[src/design/selt_pkg.sv]
// ----------------------------------------------------------------------------
// selt_pkg
// Shared codes, defaults and control/status types of the lock table.
// ----------------------------------------------------------------------------
`default_nettype none

package selt_pkg;

  // default table sizes
  localparam int KEY_ENTRIES_DEF  = 32;
  localparam int HELD_ENTRIES_DEF = 64;
  localparam int WAIT_ENTRIES_DEF = 32;

  // request actions
  localparam logic [1:0] ACT_ACQUIRE = 2'd0;
  localparam logic [1:0] ACT_RELEASE = 2'd1;
  localparam logic [1:0] ACT_TICK    = 2'd2;
  localparam logic [1:0] ACT_QUERY   = 2'd3;

  // lock modes
  localparam logic MODE_SHARED = 1'b0;
  localparam logic MODE_EXCL   = 1'b1;

  // result status codes
  localparam logic [2:0] ST_GRANTED  = 3'd0;
  localparam logic [2:0] ST_ALREADY  = 3'd1;
  localparam logic [2:0] ST_WAIT     = 3'd2;
  localparam logic [2:0] ST_TIMEOUT  = 3'd3;
  localparam logic [2:0] ST_UPG_REF  = 3'd4;
  localparam logic [2:0] ST_FULL     = 3'd5;
  localparam logic [2:0] ST_DONE     = 3'd6;

  // datapath operations
  localparam logic [3:0] OP_IDLE = 4'd0;
  localparam logic [3:0] OP_LOAD = 4'd1;
  localparam logic [3:0] OP_CLR  = 4'd2;
  localparam logic [3:0] OP_HRD  = 4'd3;
  localparam logic [3:0] OP_HEV  = 4'd4;
  localparam logic [3:0] OP_KRD  = 4'd5;
  localparam logic [3:0] OP_KEV  = 4'd6;
  localparam logic [3:0] OP_WRD  = 4'd7;
  localparam logic [3:0] OP_WEV  = 4'd8;
  localparam logic [3:0] OP_ACQ  = 4'd9;
  localparam logic [3:0] OP_DONE = 4'd10;

  typedef struct packed {
    logic [3:0] op;
  } selt_cmd_t;

  typedef struct packed {
    logic clr_last;
    logic h_last;
    logic k_last;
    logic w_last;
    logic hit;
  } selt_stat_t;

endpackage

`default_nettype wire

[src/design/selt_ctrl.sv]
// ----------------------------------------------------------------------------
// selt_ctrl
// Sequencer: clearing pass, table scans and result slot per request.
// ----------------------------------------------------------------------------
`default_nettype none

module selt_ctrl (
  input  logic                 clk,
  input  logic                 rst_n,
  input  logic                 start,
  input  logic [1:0]           in_action,
  input  selt_pkg::selt_stat_t stat,
  output selt_pkg::selt_cmd_t  cmd,
  output logic                 busy
);
  import selt_pkg::*;

  localparam logic [3:0] S_CLR  = 4'd0;
  localparam logic [3:0] S_IDLE = 4'd1;
  localparam logic [3:0] S_HRD  = 4'd2;
  localparam logic [3:0] S_HEV  = 4'd3;
  localparam logic [3:0] S_KRD  = 4'd4;
  localparam logic [3:0] S_KEV  = 4'd5;
  localparam logic [3:0] S_WRD  = 4'd6;
  localparam logic [3:0] S_WEV  = 4'd7;
  localparam logic [3:0] S_ACQ  = 4'd8;
  localparam logic [3:0] S_DONE = 4'd9;

  logic [3:0] state_r, state_nxt;
  logic [1:0] act_r, act_nxt;

  always_comb begin
    state_nxt = state_r;
    act_nxt   = act_r;
    cmd.op    = OP_IDLE;
    unique case (state_r)
      S_CLR: begin
        cmd.op = OP_CLR;
        if (stat.clr_last) state_nxt = S_IDLE;
      end
      S_IDLE: begin
        if (start) begin
          cmd.op    = OP_LOAD;
          act_nxt   = in_action;
          state_nxt = (in_action == ACT_TICK) ? S_WRD : S_HRD;
        end
      end
      S_HRD: begin
        cmd.op    = OP_HRD;
        state_nxt = S_HEV;
      end
      S_HEV: begin
        cmd.op = OP_HEV;
        if (act_r == ACT_RELEASE && stat.hit) state_nxt = S_KRD;
        else if (stat.h_last) state_nxt = (act_r == ACT_RELEASE) ? S_DONE : S_KRD;
        else state_nxt = S_HRD;
      end
      S_KRD: begin
        cmd.op    = OP_KRD;
        state_nxt = S_KEV;
      end
      S_KEV: begin
        cmd.op = OP_KEV;
        if (act_r == ACT_RELEASE) begin
          if (stat.hit || stat.k_last) state_nxt = stat.h_last ? S_DONE : S_HRD;
          else state_nxt = S_KRD;
        end else if (stat.k_last) begin
          state_nxt = (act_r == ACT_ACQUIRE) ? S_WRD : S_DONE;
        end else begin
          state_nxt = S_KRD;
        end
      end
      S_WRD: begin
        cmd.op    = OP_WRD;
        state_nxt = S_WEV;
      end
      S_WEV: begin
        cmd.op = OP_WEV;
        if (stat.w_last) state_nxt = (act_r == ACT_ACQUIRE) ? S_ACQ : S_DONE;
        else state_nxt = S_WRD;
      end
      S_ACQ: begin
        cmd.op    = OP_ACQ;
        state_nxt = S_DONE;
      end
      S_DONE: begin
        cmd.op    = OP_DONE;
        state_nxt = S_IDLE;
      end
      default: state_nxt = S_IDLE;
    endcase
  end

  always_ff @(posedge clk) begin
    if (!rst_n) begin
      state_r <= S_CLR;
      act_r   <= ACT_ACQUIRE;
    end else begin
      state_r <= state_nxt;
      act_r   <= act_nxt;
    end
  end

  assign busy = (state_r != S_IDLE);

endmodule

`default_nettype wire

[config.mk]
export PLATFORM = sky130hd
export DESIGN_NAME = selt_ctrl
export DESIGN_NICKNAME = d
export VERILOG_FILES = /design/src/design/selt_pkg.sv /design/src/design/selt_ctrl.sv
export SDC_FILE = /design/constraint.sdc
export NUM_CORES = 1
export LEC_CHECK = 0
export ABC_AREA = 0
export BUFFER_PORTS_ARGS = -buffer_cell sky130_fd_sc_hd__buf_2
export CAP_MARGIN = 20
export CORE_AREA = 10 10 47 49
export CTS_BUF_LIST = sky130_fd_sc_hd__clkbuf_4
export CTS_CLUSTER_DIAMETER = 200
export DETAILED_ROUTE_END_ITERATION = 10
export DIE_AREA = 0 0 57 59
export GPL_ROUTABILITY_DRIVEN = 1
export GPL_TIMING_DRIVEN = 1
export HOLD_SLACK_MARGIN = 0.03
export PLACE_DENSITY_LB_ADDON = 0.1
export SYNTH_ARGS = -nofsm -noshare
export SYNTH_HDL_FRONTEND = slang
export SYNTH_SLANG_ARGS = --single-unit
[constraint.sdc]
create_clock -name clk -period 1.85 [get_ports clk]
set_input_delay 0.2775 -clock clk [delete_from_list [all_inputs] [get_ports clk]]
set_output_delay 0.2775 -clock clk [all_outputs]
set_load 0.03 [all_outputs]
After elaboration in Yosys (flattened, before gate mapping)
Index checks and enable logic that the tools add are counted.

Word-level logic and storage cells: 38. Output and inout port bits: 5. Register bits: 6. Input port bits: 10.

Multiplexer cells: 16. Equal/unequal tests: 14. Reduce and logical (&&, ||, !) cells: 6.

Operators with widths (number): 2-to-1 mux 4 bit (11); one-hot mux 4 bit (10 select lines) (1); one-hot mux 4 bit (9 select lines) (1); == test 4 x 3 -> 1 bit (second input constant) (4); == test 4 x 2 -> 1 bit (second input constant) (2); == test 4 bit (second input constant) (2); == test 4 x 1 -> 1 bit (second input constant) (1); zero test 4 bit (1); != test 2 bit (second input constant) (2); != test 4 x 1 -> 1 bit (second input constant) (1); AND reduction 2 bit (2); 2-to-1 mux 3 bit (1); == test 2 x 1 -> 1 bit (second input constant) (1); == test 2 bit (second input constant) (1); zero test 2 bit (1); 2-to-1 mux 1 bit (2); logical AND 1 bit (1); logical OR 1 bit (1).

Logic depth before layout (Yosys ltp)
Depth in word-level cells: 5. Gate-level depth with buffers: 5. Mapped depth without buffers: 4.

Worst setup path before layout
OpenSTA, ideal clock, no wires.

Kind: reg2out. From: reg state_r[2]. To: out cmd[0] in the netlist's numbering. Path slack: -124 ps. Arrival: 1696 ps. Cell stages (with the launch flop): 5. Required time: 1572 ps. Path buffers: 1. Cell sequence: dfxtp_1 > buf_2 > nor2_1 > mux2_2 > o21ai_0.

RTL lines: start, declared (line selt_ctrl.sv:29) `logic [3:0] state_r, state_nxt;`; start signal, assigned (line selt_ctrl.sv:99) `state_r <= state_nxt;`; end, declared (line selt_ctrl.sv:13) `output selt_pkg::selt_cmd_t cmd,`.

==> flow_summary.ini <==
[sta]
fmax_ghz = 0.603
rsz0062_at_grt = false
worst_pin_slew_ps = 330
finalSetupViolCount = 0
fin_skew_ps = 2.20
period_share_pct = 89.7
period_minus_slack_ps = 1660
finalMaxSlewViolations = 0
setup_tns_ps = 0
hold_viol_final = 0
relSlewSlack_pct = 77.9
worst_slack_ps = 191

[finish]
nNetsFinal = 103
instances_no_fill = 107
syn2layout_area_growth_pct = 21.6
finalInstanceArea_um2 = 703
regArea_um2 = 121
layout-drive-gt1-share_pct = 35.2
diodes = 0
final_core_util_pct = 50.2
multi_input_area_um2 = 417
n_fill_cell = 142

[setup_path]
r2r-end = state_r[3]$_SDFFE_PN0P_
critical_path_arrival_ps = 1380
path_class = flop to output port
worstPathMaxFanout = 3
critPathMaxStageDelay_ps = 350
cp_slowest_cell = mux2_2
crit_path_end = cmd[0]
cp_cell_sequence = nor2_1 -> mux2_2 -> o21ai_1 -> buf_2
setup.worst_path.start = state_r[2]$_SDFFE_PN0P_
cp-end-kind = output port
r2r_slack_ps = 450
r2r_cells = 4
cp.required_ps = 1570
r2r_start = act_r[1]$_SDFFE_PN0P_
start_kind = flop

[drt]
routedWlPerCell_um = 13.9
drt_wl_total_mm = 1.48
first_pass_iters = 4
drc_errors = 0
ant_nets = 0
via_count = 605
drt_iter0_drc = 14
viasPerCell = 5.65

[die]
initial_core_util_pct = 41.2
rows = 14
die_area_um2 = 3360
ios = 15
die_x_um = 57
die_h_um = 59
core_area_um2 = 1400

[placed_design]
portBuffers = 14
hpwl_mm = 1.16
place_ws_ps = 348
gp_congestion = 0.797
dp.cells = 104
place_area_um2 = 679

[pwr]
switching_share_pct = 30.6
p_seq_share_pct = 39.7
p_comb_share_pct = 27.7
p_leak_uw = 0.000293
vdd_drop_max_mv = 0.523
switching_power_uw = 112
p_per_area_nw_per_um2 = 520
power.internal_uw = 254
clkPwrFrac_pct = 32.6

[clocking]
cts_buffers = 3
cts-root-buf = clkbuf_4
cts_setup_buffers = 0
h-tree-depth = 1
insertion_delay_ps = 240
clkSinkCount = 6
cts_tree = yes
cts_buffer_depth = 2
cts.clk_slew.worst_paths_ps = 40
postCtsHoldBufs = 0
cts_resized = 0

[yosys]
synthFlopType = dfxtp_1
syn-num-nets = 84
synth_cell_types = 36
ys_seq_area_share_pct = 20.8
yosysWarningCount = 0
syn_area_um2 = 578
async_reset_ff_share_pct = 0
syn_avg_cell_area_um2 = 7.81
synth_edf_count = 0
synthCells = 74
synth_seq_cells = 6

[global_routing]
grt_pass1_vias = 534
antenna_found_initial = 0
track_usage_pct = 8.71
grt_pass1_wl_mm = 2.45
grt_overflow = 0
grt_start_max_net_pins = 12

[worst_hold_path]
hold_start = rst_n
holdCritPathClass = input port to flop

[run_status]
status = completed

[job]
drv_cap = 0
==> flip-flops by register name (all words and copies together) (netlist names) <==
signal / cells
state_r: 4
act_r: 2
==> metrics by stage <==
stage	total power, uW	hold slack [ps]
finish	365	283
global route	389	288
CTS	369	286
detailed placement	248	542
global placement	247	536
floorplan	212	394
==> power groups by stage <==
stage               Clock, uW  Sequential (uW)  Combinational [uW]
global placement            0              146                 101
finish                    119              145                 101
global route              131              146                 112
detailed placement          0              147                 101
floorplan                   0              140                71.8
CTS                       123              144                 102
==> final cells by class <==
class / count / area share (%)
sequential: 6 / 17.3
multi-input combinational: 61 / 59.3
tap: 16 / 2.85
timing repair buffer: 21 / 17.4
clock buffer: 3 / 3.20
==> worst max-delay path: cells and delay by family, from the launching register on <==
kind	cells	cell delay [ps]
multiplexers	1	350
flip-flops	1	320
buffers and inverters	1	210
AND/OR/NAND/NOR	1	160
AO/OA/AOI/OAI	1	110
==> layout by cell type, fill, tap and decap left out, types with 2 or more instances in the layout <==
cell type,synthesis,routed
nor2b_1,6,6
nand3_1,3,3
clkbuf_4,0,3
buf_2,2,14
o21ai_0,3,2
nand2_1,9,9
buf_4,1,7
nor3_1,2,2
a21oi_1,6,6
nand3b_1,2,2
dfxtp_1,6,5
nor2_1,4,4
nand4b_1,3,3
mux2i_1,2,2
a31oi_1,2,2
==> synthesized netlist by cell type (2+ instances only) <==
cell,count,area [um2]
nand2_1,9,33.8
a21oi_1,6,30.0
dfxtp_1,6,120
nor2b_1,6,37.5
nor2_1,4,15.0
nand3_1,3,15.0
nand4b_1,3,26.3
o21ai_0,3,15.0
a31oi_1,2,12.5
buf_2,2,10.0
clkbuf_1,2,7.51
mux2i_1,2,20.0
nand3b_1,2,15.0
nor3_1,2,10.0
==> per-layer routing <==
layer / global-route usage, % / wire length [um] / up-vias
met5: 0 / 0 / -
li1: - / - / 308
met1: 10.4 / 650 / 272
met2: 13.0 / 691 / 21
met3: 4.29 / 119 / 4
met4: 3.36 / 22 / 0
==> logic make-up after synthesis <==
family	Yosys count	synth area share, %
mux	3	5.41
compound gates	21	27.7
xor+xnor	1	1.52
buf+inv	7	7.14
flops	6	20.8
simple gates	36	37.4
==> worst min path at each step <==
stage | endpoint | slack, ps | cells past startpoint
floorplan | state_r[0]$_SDFFE_PN0P_ | 390 | 2
global placement | state_r[0]$_SDFFE_PN0P_ | 540 | 3
detailed placement | act_r[0]$_SDFFE_PN0P_ | 540 | 2
CTS | state_r[0]$_SDFFE_PN0P_ | 290 | 3
global route | state_r[0]$_SDFFE_PN0P_ | 290 | 3
finish | state_r[0]$_SDFFE_PN0P_ | 280 | 3
Power figures use the tool's default switching activity.
